File: src/rtl/ctok_pkg.sv
package ctok_pkg;

    // Longest identifier or number that is counted exactly.
    localparam int MAX_TOKEN_CHARS = 63;
    // Width of the running byte offset.
    localparam int POSITION_BITS   = 24;

    // Run length counts one past the limit so that an over-long identifier is seen.
    localparam int LEN_W   = $clog2(MAX_TOKEN_CHARS + 2);
    localparam int START_W = 24;
    localparam int VALUE_W = 32;
    localparam int TLEN_W  = 6;
    localparam logic [TLEN_W-1:0] LEN_SAT = '1;

    localparam int KW_COUNT      = 5;
    localparam int KW_TEXT_DEPTH = 8;
    localparam int KW_IDX_W      = $clog2(KW_TEXT_DEPTH);

    localparam int OUTQ_DEPTH = 4;
    localparam int OUTQ_PTR_W = $clog2(OUTQ_DEPTH);
    localparam int OUTQ_CNT_W = $clog2(OUTQ_DEPTH + 1);

    typedef enum logic [4:0] {
        KIND_EOF      = 5'd0,
        KIND_INT      = 5'd1,
        KIND_RETURN   = 5'd2,
        KIND_IF       = 5'd3,
        KIND_ELSE     = 5'd4,
        KIND_WHILE    = 5'd5,
        KIND_IDENT    = 5'd6,
        KIND_NUMBER   = 5'd7,
        KIND_LPAREN   = 5'd8,
        KIND_RPAREN   = 5'd9,
        KIND_LBRACE   = 5'd10,
        KIND_RBRACE   = 5'd11,
        KIND_SEMI     = 5'd12,
        KIND_COMMA    = 5'd13,
        KIND_ASSIGN   = 5'd14,
        KIND_PLUS     = 5'd15,
        KIND_MINUS    = 5'd16,
        KIND_STAR     = 5'd17,
        KIND_SLASH    = 5'd18,
        KIND_EQ       = 5'd19,
        KIND_NE       = 5'd20,
        KIND_LT       = 5'd21,
        KIND_LE       = 5'd22,
        KIND_GT       = 5'd23,
        KIND_GE       = 5'd24,
        KIND_ANDAND   = 5'd25,
        KIND_OROR     = 5'd26
    } t_kind;

    typedef enum logic [1:0] {
        MODE_IDLE,
        MODE_IDENT,
        MODE_NUMBER,
        MODE_COMMENT
    } t_mode;

    typedef enum logic [2:0] {
        PEND_NONE    = 3'd0,
        PEND_SLASH   = 3'd1,
        PEND_ASSIGN  = 3'd2,
        PEND_BANG    = 3'd3,
        PEND_LESS    = 3'd4,
        PEND_GREATER = 3'd5,
        PEND_AMP     = 3'd6,
        PEND_BAR     = 3'd7
    } t_pend;

    typedef struct packed {
        logic [7:0] ch;
        logic       end_of_text;
    } t_in_item;

    typedef struct packed {
        t_kind               kind;
        logic [VALUE_W-1:0]  number_value;
        logic [START_W-1:0]  token_start;
        logic [TLEN_W-1:0]   token_length;
        logic                overflow;
        logic                last;
    } t_out_item;

    // Tokens produced by one byte, in order; count is 0, 1 or 2.
    typedef struct packed {
        logic [1:0] count;
        t_out_item  tok0;
        t_out_item  tok1;
    } t_scan_res;

    localparam int unsigned KW_LEN [KW_COUNT] = '{3, 6, 2, 4, 5};

    localparam t_kind KW_KIND [KW_COUNT] = '{
        KIND_INT, KIND_RETURN, KIND_IF, KIND_ELSE, KIND_WHILE
    };

    localparam logic [7:0] KW_TEXT [KW_COUNT][KW_TEXT_DEPTH] = '{
        '{"i", "n", "t", 8'h00, 8'h00, 8'h00, 8'h00, 8'h00},
        '{"r", "e", "t", "u", "r", "n", 8'h00, 8'h00},
        '{"i", "f", 8'h00, 8'h00, 8'h00, 8'h00, 8'h00, 8'h00},
        '{"e", "l", "s", "e", 8'h00, 8'h00, 8'h00, 8'h00},
        '{"w", "h", "i", "l", "e", 8'h00, 8'h00, 8'h00}
    };

endpackage

File: src/rtl/ctok_scan.sv
module ctok_scan (
    input  logic                i_clk,
    input  logic                i_rst_n,
    input  logic                i_fire,
    input  ctok_pkg::t_in_item  i_item,
    output ctok_pkg::t_scan_res o_res
);
    import ctok_pkg::*;

    localparam logic [7:0] CH_SLASH   = "/";
    localparam logic [7:0] CH_NEWLINE = 8'h0A;
    localparam logic [7:0] CH_EQUAL   = "=";
    localparam logic [7:0] CH_AMP     = "&";
    localparam logic [7:0] CH_BAR     = "|";
    localparam logic [7:0] CH_UNDER   = "_";

    t_mode                    r_mode,  n_mode;
    t_pend                    r_pend,  n_pend;
    logic [KW_COUNT-1:0]      r_cand,  n_cand;
    logic [LEN_W-1:0]         r_len,   n_len;
    logic [VALUE_W-1:0]       r_acc,   n_acc;
    logic                     r_ovf,   n_ovf;
    logic [POSITION_BITS-1:0] r_start, n_start;
    logic [POSITION_BITS-1:0] r_pos,   n_pos;

    logic [7:0] c;
    logic       eot;
    logic       is_letter, is_digit;
    logic       pend_active, pair_slash, pair_eq, pair_amp, pair_bar, pair_hit;
    logic       in_comment, ident_cont, num_cont, pend_break, run_break, do_idle;

    t_kind idle_kind;
    t_pend idle_pend;

    logic [LEN_W-1:0]    base_len, grown_len;
    logic                base_ovf, len_over;
    logic [KW_COUNT-1:0] base_cand, upd_cand;
    logic [VALUE_W-1:0]  base_acc;
    logic [VALUE_W+3:0]  acc_x10;
    logic [3:0]          digit;

    t_kind     run_kind, pend_kind, pair_kind;
    logic      run_tok_valid, pend_tok_valid, idle_tok_valid;
    t_out_item run_tok, pend_tok, pair_tok, idle_tok, eof_tok;
    t_out_item tok_a, tok_b;
    logic      valid_a, valid_b;

    function automatic t_out_item make_tok(
        input t_kind                    kind,
        input logic [VALUE_W-1:0]       value,
        input logic [POSITION_BITS-1:0] start,
        input logic [TLEN_W-1:0]        length,
        input logic                     ovf
    );
        t_out_item t;
        t.kind         = kind;
        t.number_value = value;
        t.token_start  = START_W'(start);
        t.token_length = length;
        t.overflow     = ovf;
        t.last         = 1'b0;
        return t;
    endfunction

    // ---------------------------------------------------------------- decode
    assign c   = i_item.ch;
    assign eot = i_item.end_of_text;

    assign is_letter = (c >= "a" && c <= "z") || (c >= "A" && c <= "Z") || (c == CH_UNDER);
    assign is_digit  = (c >= "0" && c <= "9");

    assign pend_active = (r_pend != PEND_NONE);
    assign pair_slash  = (r_pend == PEND_SLASH) && (c == CH_SLASH);
    assign pair_eq     = (c == CH_EQUAL) && (r_pend == PEND_ASSIGN || r_pend == PEND_BANG ||
                                             r_pend == PEND_LESS || r_pend == PEND_GREATER);
    assign pair_amp    = (r_pend == PEND_AMP) && (c == CH_AMP);
    assign pair_bar    = (r_pend == PEND_BAR) && (c == CH_BAR);
    assign pair_hit    = pair_eq || pair_amp || pair_bar;

    // A pending operator always sits in idle mode, so these paths are exclusive.
    assign in_comment = !pend_active && (r_mode == MODE_COMMENT);
    assign ident_cont = !pend_active && (r_mode == MODE_IDENT) && (is_letter || is_digit);
    assign num_cont   = !pend_active && (r_mode == MODE_NUMBER) && is_digit;
    assign pend_break = pend_active && !pair_slash && !pair_hit;
    assign run_break  = !pend_active && !in_comment && !ident_cont && !num_cont;
    assign do_idle    = pend_break || run_break;

    always_comb begin
        idle_kind = KIND_EOF;
        idle_pend = PEND_NONE;
        case (c)
            "(":     idle_kind = KIND_LPAREN;
            ")":     idle_kind = KIND_RPAREN;
            "{":     idle_kind = KIND_LBRACE;
            "}":     idle_kind = KIND_RBRACE;
            ";":     idle_kind = KIND_SEMI;
            ",":     idle_kind = KIND_COMMA;
            "+":     idle_kind = KIND_PLUS;
            "-":     idle_kind = KIND_MINUS;
            "*":     idle_kind = KIND_STAR;
            "/":     idle_pend = PEND_SLASH;
            "=":     idle_pend = PEND_ASSIGN;
            "!":     idle_pend = PEND_BANG;
            "<":     idle_pend = PEND_LESS;
            ">":     idle_pend = PEND_GREATER;
            "&":     idle_pend = PEND_AMP;
            "|":     idle_pend = PEND_BAR;
            default: idle_kind = KIND_EOF;
        endcase
    end

    // ------------------------------------------------------------ run update
    // A new run starts from cleared state; a continued run starts from the registers.
    assign base_len  = do_idle ? '0 : r_len;
    assign base_ovf  = do_idle ? 1'b0 : r_ovf;
    assign base_cand = do_idle ? '1 : r_cand;
    assign base_acc  = do_idle ? '0 : r_acc;

    assign grown_len = (32'(base_len) <= MAX_TOKEN_CHARS) ? base_len + LEN_W'(1) : base_len;
    assign len_over  = (32'(grown_len) > MAX_TOKEN_CHARS);

    always_comb begin
        for (int k = 0; k < KW_COUNT; k++) begin
            upd_cand[k] = base_cand[k] && (32'(base_len) < KW_LEN[k]) &&
                          (KW_TEXT[k][base_len[KW_IDX_W-1:0]] == c);
        end
    end

    assign digit   = c[3:0];
    assign acc_x10 = ({4'b0, base_acc} << 3) + ({4'b0, base_acc} << 1) + (VALUE_W + 4)'(digit);

    // ---------------------------------------------------------- next state
    always_comb begin
        n_mode  = r_mode;
        n_pend  = r_pend;
        n_cand  = r_cand;
        n_len   = r_len;
        n_acc   = r_acc;
        n_ovf   = r_ovf;
        n_start = r_start;
        n_pos   = r_pos;
        if (eot) begin
            n_mode  = MODE_IDLE;
            n_pend  = PEND_NONE;
            n_cand  = '1;
            n_len   = '0;
            n_acc   = '0;
            n_ovf   = 1'b0;
            n_start = '0;
            n_pos   = '0;
        end else begin
            n_pos = r_pos + POSITION_BITS'(1);
            if (pend_active) begin
                n_pend = PEND_NONE;
            end
            if (pair_slash) begin
                n_mode = MODE_COMMENT;
            end
            if (in_comment && c == CH_NEWLINE) begin
                n_mode = MODE_IDLE;
            end
            if (run_break) begin
                n_mode = MODE_IDLE;
            end
            if (ident_cont || (do_idle && is_letter)) begin
                n_mode = MODE_IDENT;
                n_cand = upd_cand;
                n_len  = grown_len;
                n_ovf  = base_ovf || len_over;
                n_acc  = base_acc;
            end
            if (num_cont || (do_idle && is_digit)) begin
                n_mode = MODE_NUMBER;
                n_len  = grown_len;
                n_ovf  = base_ovf || (|acc_x10[VALUE_W+3:VALUE_W]);
                n_acc  = acc_x10[VALUE_W-1:0];
            end
            if (do_idle && (is_letter || is_digit)) begin
                n_start = r_pos;
            end
            if (do_idle && idle_pend != PEND_NONE) begin
                n_pend  = idle_pend;
                n_start = r_pos;
            end
        end
    end

    always_ff @(posedge i_clk) begin
        if (!i_rst_n) begin
            r_mode  <= MODE_IDLE;
            r_pend  <= PEND_NONE;
            r_cand  <= '1;
            r_len   <= '0;
            r_acc   <= '0;
            r_ovf   <= 1'b0;
            r_start <= '0;
            r_pos   <= '0;
        end else if (i_fire) begin
            r_mode  <= n_mode;
            r_pend  <= n_pend;
            r_cand  <= n_cand;
            r_len   <= n_len;
            r_acc   <= n_acc;
            r_ovf   <= n_ovf;
            r_start <= n_start;
            r_pos   <= n_pos;
        end
    end

    // -------------------------------------------------------------- outputs
    always_comb begin
        run_kind = KIND_IDENT;
        for (int k = 0; k < KW_COUNT; k++) begin
            if (r_cand[k] && 32'(r_len) == KW_LEN[k]) begin
                run_kind = KW_KIND[k];
            end
        end
        if (r_mode == MODE_NUMBER) begin
            run_kind = KIND_NUMBER;
        end
    end

    always_comb begin
        pend_kind      = KIND_EOF;
        pend_tok_valid = 1'b1;
        pair_kind      = KIND_EOF;
        case (r_pend)
            PEND_SLASH:   pend_kind = KIND_SLASH;
            PEND_ASSIGN: begin
                pend_kind = KIND_ASSIGN;
                pair_kind = KIND_EQ;
            end
            PEND_BANG: begin
                pend_tok_valid = 1'b0;
                pair_kind      = KIND_NE;
            end
            PEND_LESS: begin
                pend_kind = KIND_LT;
                pair_kind = KIND_LE;
            end
            PEND_GREATER: begin
                pend_kind = KIND_GT;
                pair_kind = KIND_GE;
            end
            PEND_AMP: begin
                pend_tok_valid = 1'b0;
                pair_kind      = KIND_ANDAND;
            end
            PEND_BAR: begin
                pend_tok_valid = 1'b0;
                pair_kind      = KIND_OROR;
            end
            default:      pend_tok_valid = 1'b0;
        endcase
    end

    always_comb begin
        logic [TLEN_W-1:0] run_len_out;
        run_len_out    = (32'(r_len) > 32'(LEN_SAT)) ? LEN_SAT : TLEN_W'(r_len);
        run_tok_valid  = (r_mode == MODE_IDENT) || (r_mode == MODE_NUMBER);
        idle_tok_valid = do_idle && (idle_kind != KIND_EOF);

        run_tok  = make_tok(run_kind, (r_mode == MODE_NUMBER) ? r_acc : '0, r_start,
                            run_len_out, r_ovf);
        pend_tok = make_tok(pend_kind, '0, r_start, TLEN_W'(1), 1'b0);
        pair_tok = make_tok(pair_kind, '0, r_start, TLEN_W'(2), 1'b0);
        idle_tok = make_tok(idle_kind, '0, r_pos, TLEN_W'(1), 1'b0);
        eof_tok  = make_tok(KIND_EOF, '0, r_pos, '0, 1'b0);

        tok_a   = run_tok;
        tok_b   = idle_tok;
        valid_a = 1'b0;
        valid_b = 1'b0;
        if (eot) begin
            // A run and a pending operator never coexist, so at most one is flushed.
            tok_a   = run_tok_valid ? run_tok : pend_tok;
            valid_a = run_tok_valid || pend_tok_valid;
            tok_b   = eof_tok;
            valid_b = 1'b1;
        end else if (pair_hit) begin
            tok_a   = pair_tok;
            valid_a = 1'b1;
        end else if (pend_break) begin
            tok_a   = pend_tok;
            valid_a = pend_tok_valid;
            valid_b = idle_tok_valid;
        end else if (run_break) begin
            valid_a = run_tok_valid;
            valid_b = idle_tok_valid;
        end

        o_res.tok0 = valid_a ? tok_a : tok_b;
        o_res.tok1 = tok_b;
        o_res.tok1.last = 1'b1;
        o_res.count = 2'(valid_a) + 2'(valid_b);
        o_res.tok0.last = !(valid_a && valid_b);
    end

endmodule

File: src/rtl/ctok_outq.sv
module ctok_outq (
    input  logic                i_clk,
    input  logic                i_rst_n,
    input  logic                i_push_en,
    input  ctok_pkg::t_scan_res i_push,
    output logic                o_room,
    output logic                o_valid,
    input  logic                i_ready,
    output ctok_pkg::t_out_item o_data
);
    import ctok_pkg::*;

    t_out_item               r_q [OUTQ_DEPTH];
    logic [OUTQ_PTR_W-1:0]   r_rd, n_rd;
    logic [OUTQ_PTR_W-1:0]   r_wr, n_wr;
    logic [OUTQ_CNT_W-1:0]   r_cnt, n_cnt;
    logic [OUTQ_CNT_W-1:0]   push_n;
    logic                    pop;

    assign o_valid = (r_cnt != '0);
    assign o_data  = r_q[r_rd];
    // Room for the largest burst one byte can produce.
    assign o_room  = (32'(r_cnt) <= OUTQ_DEPTH - 2);
    assign pop     = o_valid && i_ready;
    assign push_n  = i_push_en ? OUTQ_CNT_W'(i_push.count) : '0;

    always_comb begin
        n_rd  = pop ? r_rd + OUTQ_PTR_W'(1) : r_rd;
        n_wr  = r_wr + OUTQ_PTR_W'(push_n);
        n_cnt = r_cnt + push_n - OUTQ_CNT_W'(pop);
    end

    always_ff @(posedge i_clk) begin
        if (!i_rst_n) begin
            r_rd  <= '0;
            r_wr  <= '0;
            r_cnt <= '0;
        end else begin
            r_rd  <= n_rd;
            r_wr  <= n_wr;
            r_cnt <= n_cnt;
        end
    end

    always_ff @(posedge i_clk) begin
        if (push_n != '0) begin
            r_q[r_wr] <= i_push.tok0;
        end
        if (push_n == OUTQ_CNT_W'(2)) begin
            r_q[r_wr + OUTQ_PTR_W'(1)] <= i_push.tok1;
        end
    end

endmodule

File: src/rtl/c_subset_tokenizer.sv
// Byte-serial lexer for a small C subset. One source byte (or an end-of-text
// marker) is taken per transfer on the input channel and can be taken in every
// cycle while the result queue has room. The byte is registered at the input;
// the tokens it completes go into the result queue and leave on the output
// channel, one per transfer. A byte finishes at most two tokens: a four-entry
// result queue absorbs them, so the sustained rate is one byte per cycle as
// long as most bytes yield no more than one token and the output is ready.
// Operators that may take a second character are held until the next byte.
// End of text flushes what is held, emits an EOF token and resets the lexer.
module c_subset_tokenizer (
    input  logic                i_clk,
    input  logic                i_rst_n,
    input  logic                i_in_valid,
    output logic                o_in_ready,
    input  ctok_pkg::t_in_item  i_in_data,
    output logic                o_out_valid,
    input  logic                i_out_ready,
    output ctok_pkg::t_out_item o_out_data
);
    import ctok_pkg::*;

    logic      r_in_valid, n_in_valid;
    t_in_item  r_in;
    logic      fire;
    logic      room;
    t_scan_res scan_res;

    assign fire       = r_in_valid && room;
    assign o_in_ready = !r_in_valid || fire;

    always_comb begin
        n_in_valid = r_in_valid;
        if (o_in_ready) begin
            n_in_valid = i_in_valid;
        end
    end

    always_ff @(posedge i_clk) begin
        if (!i_rst_n) begin
            r_in_valid <= 1'b0;
        end else begin
            r_in_valid <= n_in_valid;
        end
    end

    always_ff @(posedge i_clk) begin
        if (o_in_ready && i_in_valid) begin
            r_in <= i_in_data;
        end
    end

    ctok_scan u_scan (
        .i_clk   (i_clk),
        .i_rst_n (i_rst_n),
        .i_fire  (fire),
        .i_item  (r_in),
        .o_res   (scan_res)
    );

    ctok_outq u_outq (
        .i_clk     (i_clk),
        .i_rst_n   (i_rst_n),
        .i_push_en (fire),
        .i_push    (scan_res),
        .o_room    (room),
        .o_valid   (o_out_valid),
        .i_ready   (i_out_ready),
        .o_data    (o_out_data)
    );

    // An EOF token always closes the burst of its byte.
    a_eof_is_last: assert property (@(posedge i_clk) disable iff (!i_rst_n)
        o_out_valid && o_out_data.kind == KIND_EOF |-> o_out_data.last)
        else $error("EOF token without last");

    // A two-token burst marks only its second token as last.
    a_burst_last: assert property (@(posedge i_clk) disable iff (!i_rst_n)
        fire && scan_res.count == 2'd2 |-> !scan_res.tok0.last && scan_res.tok1.last)
        else $error("two-token burst has wrong last marking");

    // An end-of-text byte always produces the EOF token.
    a_eot_emits: assert property (@(posedge i_clk) disable iff (!i_rst_n)
        fire && r_in.end_of_text |-> scan_res.count != 2'd0)
        else $error("end of text produced no token");

    // Only number tokens carry a value.
    a_value_number_only: assert property (@(posedge i_clk) disable iff (!i_rst_n)
        o_out_valid && o_out_data.kind != KIND_NUMBER |-> o_out_data.number_value == '0)
        else $error("non-number token carries a value");

endmodule

File: config.mk
export PLATFORM = sky130hd
export DESIGN_NAME = c_subset_tokenizer
export DESIGN_NICKNAME = d
export VERILOG_FILES = /design/src/rtl/ctok_pkg.sv /design/src/rtl/ctok_scan.sv /design/src/rtl/ctok_outq.sv /design/src/rtl/c_subset_tokenizer.sv
export SDC_FILE = /design/constraint.sdc
export NUM_CORES = 1
export LEC_CHECK = 0
export BUFFER_PORTS_ARGS = -buffer_cell sky130_fd_sc_hd__buf_4
export CAP_MARGIN = 25
export CORE_ASPECT_RATIO = 1.1
export CORE_UTILIZATION = 50
export DETAILED_ROUTE_END_ITERATION = 7
export PLACE_DENSITY = 0.67
export SKIP_CTS_REPAIR_TIMING = 1
export SLEW_MARGIN = 20
export SYNTH_ARGS = -nofsm -noshare
export SYNTH_HDL_FRONTEND = slang
export SYNTH_HIERARCHICAL = 1
export SYNTH_SLANG_ARGS = --single-unit
File: constraint.sdc
create_clock -name i_clk -period 8.3 [get_ports i_clk]
set_clock_uncertainty 0.05 [all_clocks]
set_input_delay 1.245 -clock i_clk [delete_from_list [all_inputs] [get_ports i_clk]]
set_output_delay 1.245 -clock i_clk [all_outputs]
set_load 0.02 [all_outputs]
======== Word-level counts from Yosys, hierarchy flattened ========
Memory sizes are Yosys's and may differ from the RTL's. A register that Yosys moved wholly into a read port is not among the register bits.
Cells that the tools add are included.
storage, ports and cells
  register bits after elaboration ......... 115
  bits in writable memories ............... 276
  bits in read-only memories .............. 320
  input port bits ......................... 13
  output and inout port bits .............. 71
  logic and storage cells ................. 242
  memories kept ........................... 6
cells by class
  $add $sub $neg .......................... 10
  order comparisons ....................... 16
  eq/ne operators ......................... 39
  multiplexer cells ....................... 73
  bitwise logic cells ..................... 1
  reductions and logical operators ........ 83
memories
  name             depth  width  read ports  clocked after memory_dff  write ports  line              text
  u_outq.r_q       4      69     1           1                         2            ctok_outq.sv:13   t_out_item r_q [OUTQ_DEPTH];
  (no name shown)  8      8      1           0                         0            ctok_scan.sv:125  (KW_TEXT[k][base_len[KW_IDX_W-1:0]] == c);
  (no name shown)  8      8      1           0                         0            ctok_scan.sv:125
  (no name shown)  8      8      1           0                         0            ctok_scan.sv:125
  (no name shown)  8      8      1           0                         0            ctok_scan.sv:125
  (no name shown)  8      8      1           0                         0            ctok_scan.sv:125
operators by type and width
  operator               count
  $mux 69                6
  $mux 32                5
  $eq 8x6->1 const B     13
  $mux 24                4
  $mux 8                 10
  $pmux 5 s9             1
  $logic_and 1x1->1      42
  $eq 8x8->1             5
  $add 35x33->36         1
  $add 36x4->36          1
  $mux 7                 5
  $eq 8x7->1 const B     4
  $pmux 5 s6             1
  $mux 3                 9
  $add 24x1->24 const B  1
  $eq 7x3->1 const B     3
  $lt 7x3->1 const B     3
  $pmux 3 s7             1
  $reduce_bool 3->1      7
  $pmux 5 s4             1
  $mux 2                 9
  $mux 1                 17
  $ge 8x7->1 const B     2
  $le 8x7->1 const B     2
  30 further kinds       69

======== Longest topological paths before layout ========
  depth in word-level cells ............... 20
  gate-level depth with buffers ........... 21
  gate-level depth less buffers ........... 18

======== Cells and area by module ========
The synthesis kept the hierarchy.
modules (own cells, without submodules)
  module              instances  cells each  area an instance (um^2)  seq. area each (um^2)
  ctok_outq           1          725         13777.0                  8468.1
  ctok_scan           1          1136        8813.5                   1961.9
  c_subset_tokenizer  1          15          335.3                    290.3

======== Least setup slack after synthesis ========
Ideal clock, no wire load.
  path kind ............................... reg2reg
  from .................................... register r_in[1] (netlist bit)
  to ...................................... memory u_outq/r_q[1][0] (netlist bit), enable pin
  setup time .............................. 0.496 ns
  arrival time ............................ 5.970 ns
  required time ........................... 7.754 ns
  slack ................................... 1.784 ns
  cell stages (with the launch flop) ...... 14
  path buffers ............................ 3
  clock period less this slack ............ 6.516 ns
  path through ............................ edfxtp_1 buf_2 and2_1 o2111a_1 o21ai_0 nand2_1 a2111oi_4 a31oi_1 buf_2 ha_1 clkbuf_1 mux2_2 nand2_1 nor2_1
RTL lines
  what                    line                      text
  from (decl)             c_subset_tokenizer.sv:23  t_in_item r_in;
  from (signal assigned)  c_subset_tokenizer.sv:48  r_in <= i_in_data;
  to (decl)               ctok_outq.sv:13

==> results by group <==
Run status
  • Run status: finished, violations left
  • Failing checks: design-rule violations

Setup path
  • Critical path data required time: 8.48 ns
  • WP data arrival: 5.79 ns
  • Startpoint types: register
  • CP endpoint kind: register
  • Critical path class: register to register
  • R2R Setup Slk: 2.70 ns
  • CP Max Fanout: 48

Clock network
  • Total CTS buffers: 43
  • Clk slew on worst S/H paths: 0.06 ns
  • H-tree Lvls: 2
  • Buffer depth of the longest clock path: 3
  • Skew-Pair Late Insertion Delay: 0.58 ns
  • Sink Count: 393
  • Clock root cell: clkbuf_16
  • CTS tree: built

Placed design
  • PortBufs: 83
  • DP Wirelength: 36600 um
  • Dpl ws: 2.74 ns
  • Placer Congestion: 0.936

Detailed routing
  • DRT antenna net count: 0
  • Number of vias per cell: 6.00
  • Routed Wire Length: 57100 um
  • DR vias: 15173
  • DRC errors left: 8
  • First-iteration detailed-routing DRC count: 975
  • Drt wl/cell: 22.6 um
  • Initial DRT Pass Iterations: 8

Logic synthesis
  • Predominant post-synthesis flop cell: edfxtp_1
  • Register area share after synthesis: 46.8%
  • Cell area after synthesis: 22900 um^2
  • Synth async-reset ratio: 0%
  • Synth Register Bits: 393
  • Distinct cells, synth: 89
  • Post-synth EDFFs: 285
  • Warnings from Yosys: 6
  • Cells after synthesis: 1876
  • Synth Area per Inst: 12.2 um^2

Final layout
  • Share of cells above drive strength 1: 29.8%
  • NumNets Final: 2008
  • Filler instances: 3713
  • Most frequent cells in the layout: mux2_2, edfxtp_1, nor2_1
  • Area grow syn2layout: 10.1%
  • Commonest non-fill, non-tap cell in the layout: mux2_2
  • Antenna cell count: 0
  • Util after Layout: 56.2%

Hold path
  • Hold Crit Class: register to register

Timing
  • Slew HR: 37.1%
  • Tcrit/Tclk final: 67.5%
  • Final setup fails: 0
  • Final worst slack: 2.70 ns
  • Minimum clock period: 5.60 ns
  • RSZ-0062 raised after global routing: no
  • Final hold violations: 0
  • Tightest Pin Transition: 0.944 ns
  • Slew Viols, Final: 0
  • Setup_tns: 0 ns
  • Peak Freq: 179 MHz

Pwr
  • Seq pwr share: 43.3%
  • Combinational fraction of design power: 21.3%
  • Leakage power: 0.00969 uW
  • P per Cell Area: 208 nW/um^2
  • Clk network pwr share: 35.4%
  • Total power: 5260 uW
  • Internal: 3760 uW
  • Sw frac: 28.5%
  • Max IR drop VDD: 0.184 mV
  • P_sw: 1500 uW

Job
  • Max-Cap Viols: 0

GRT
  • Initial antenna violation count: 0
  • Largest net degree at the start of global routing: 54
  • Global-route wire length before repair: 89000 um
  • GRT Overall Usage: 24.8%
  • Grt total ovfl: 0
  • Vias in the first global route: 15599

Floorplan
  • Chip width: 206 um
  • Core Area: 44900 um^2
  • Die Ht: 227 um
  • Die Footprint: 46700 um^2
  • Core Rows: 81
  • IO Pins: 84
  • Initial Util: 51.1%
[critical path: stages (launching register included)]
cell and delay [ns]:
edfxtp_1 0.75, and2_1 0.37, o2111a_1 0.28, o21ai_0 0.37, nand2_1 0.27, a2111oi_4 0.62
a31oi_4 0.03, buf_4 0.30, ha_1 0.64, nor2_1 0.13, nor3_1 0.20, o21a_4 0.76
buf_4 0.46
[final timing paths]
| kind | from | end | cells after the start |
|---|---|---|---|
| setup / recovery | r_in[1] | u_outq/r_q[0][4] | 12 |
| setup reg to reg | r_in[1] | u_outq/r_q[0][4] | 12 |
| hold / removal | u_scan/r_cand[2] | u_scan/r_cand[2] | 2 |
| hold reg to reg | u_scan/r_cand[2] | u_scan/r_cand[2] | 2 |
[per-layer routing]
metal	vias to the layer above	routed length (um)	track usage, %	share of wire [%]
met2	374	28500	43.3	50
met3	83	2390	3.61	4.2
met5	-	0	0	0
met4	0	1840	8.78	3.2
met1	7573	24400	31.2	43
li1	7143	-	-	-
[Yosys cell counts, types with 11 or more instances]
master | count | area, um^2
nor2b_1 | 14 | 87.6
nand2_1 | 79 | 297
o211ai_1 | 12 | 90.1
xnor2_1 | 36 | 315
clkbuf_1 | 56 | 210
o21a_1 | 11 | 82.6
buf_4 | 40 | 300
nor3_1 | 23 | 115
dfxtp_1 | 108 | 2160
nand4_1 | 16 | 100
nand3_1 | 36 | 180
a21oi_1 | 63 | 315
o31ai_1 | 11 | 82.6
a22o_1 | 28 | 245
edfxtp_1 | 285 | 8560
a31oi_1 | 19 | 119
a21o_1 | 14 | 105
o21ai_0 | 62 | 310
ha_1 | 82 | 1030
buf_2 | 51 | 255
and2_1 | 79 | 494
and3_1 | 15 | 93.8
mux4_2 | 69 | 1550
xor2_1 | 27 | 236
inv_1 | 30 | 113
mux2_2 | 293 | 3300
nor2_1 | 119 | 447
a22oi_1 | 28 | 210
a211oi_1 | 12 | 90.1
[cell type report]
| class | count | area, um^2 | area share (%) |
|---|---|---|---|
| multi-input combinational | 1329 | 11400 | 45.3 |
| sequential | 393 | 10700 | 42.5 |
| clock buffer | 65 | 1210 | 4.79 |
| timing repair buffer | 111 | 848 | 3.36 |
| tap | 581 | 727 | 2.88 |
| clock inverter | 15 | 163 | 0.644 |
| inverter | 33 | 124 | 0.491 |
[cells by family after synthesis]
kind of cell,after synthesis,share of synthesized area (%)
AND/OR/NAND/NOR,451,10.4
flip-flops,393,46.8
multiplexers,374,21.9
AO/OA/AOI/OAI,318,9.57
buffers and inverters,191,4.26
adder cells (fa/ha/maj),84,4.65
XOR/XNOR,63,2.41
other,2,0.0328
[power groups by stage]
stage / combinational [uW] / sequential [uW] / clock, uW
4_1_cts: 1140 / 2280 / 1900
5_1_grt: 1210 / 2290 / 1970
3_5_place_dp: 1140 / 2320 / 0
6_report: 1120 / 2280 / 1860
2_1_floorplan: 801 / 2240 / 0
3_3_place_gp: 1140 / 2320 / 0
[through the flow]
stage	instance area, um^2	std cells	hold WS [ns]
5_1_grt	25200	2527	0.451
3_3_place_gp	23800	2445	0.401
6_report	25200	2527	0.432
3_5_place_dp	23900	2446	0.410
4_1_cts	25200	2526	0.430
2_1_floorplan	23100	1913	0.390
[sequential cells by signal, summed over array words and instances, names as in the netlist, 5 cells and up, named ones only]
| register | cells |
|---|---|
| u_scan/r_pos | 24 |
| u_outq/r_q | 276 |
| u_scan/r_cand | 5 |
| u_scan/r_len | 7 |
| r_in | 9 |
| u_scan/r_start | 24 |
| u_scan/r_acc | 32 |
No activity file was read; power rests on OpenSTA's default activity.
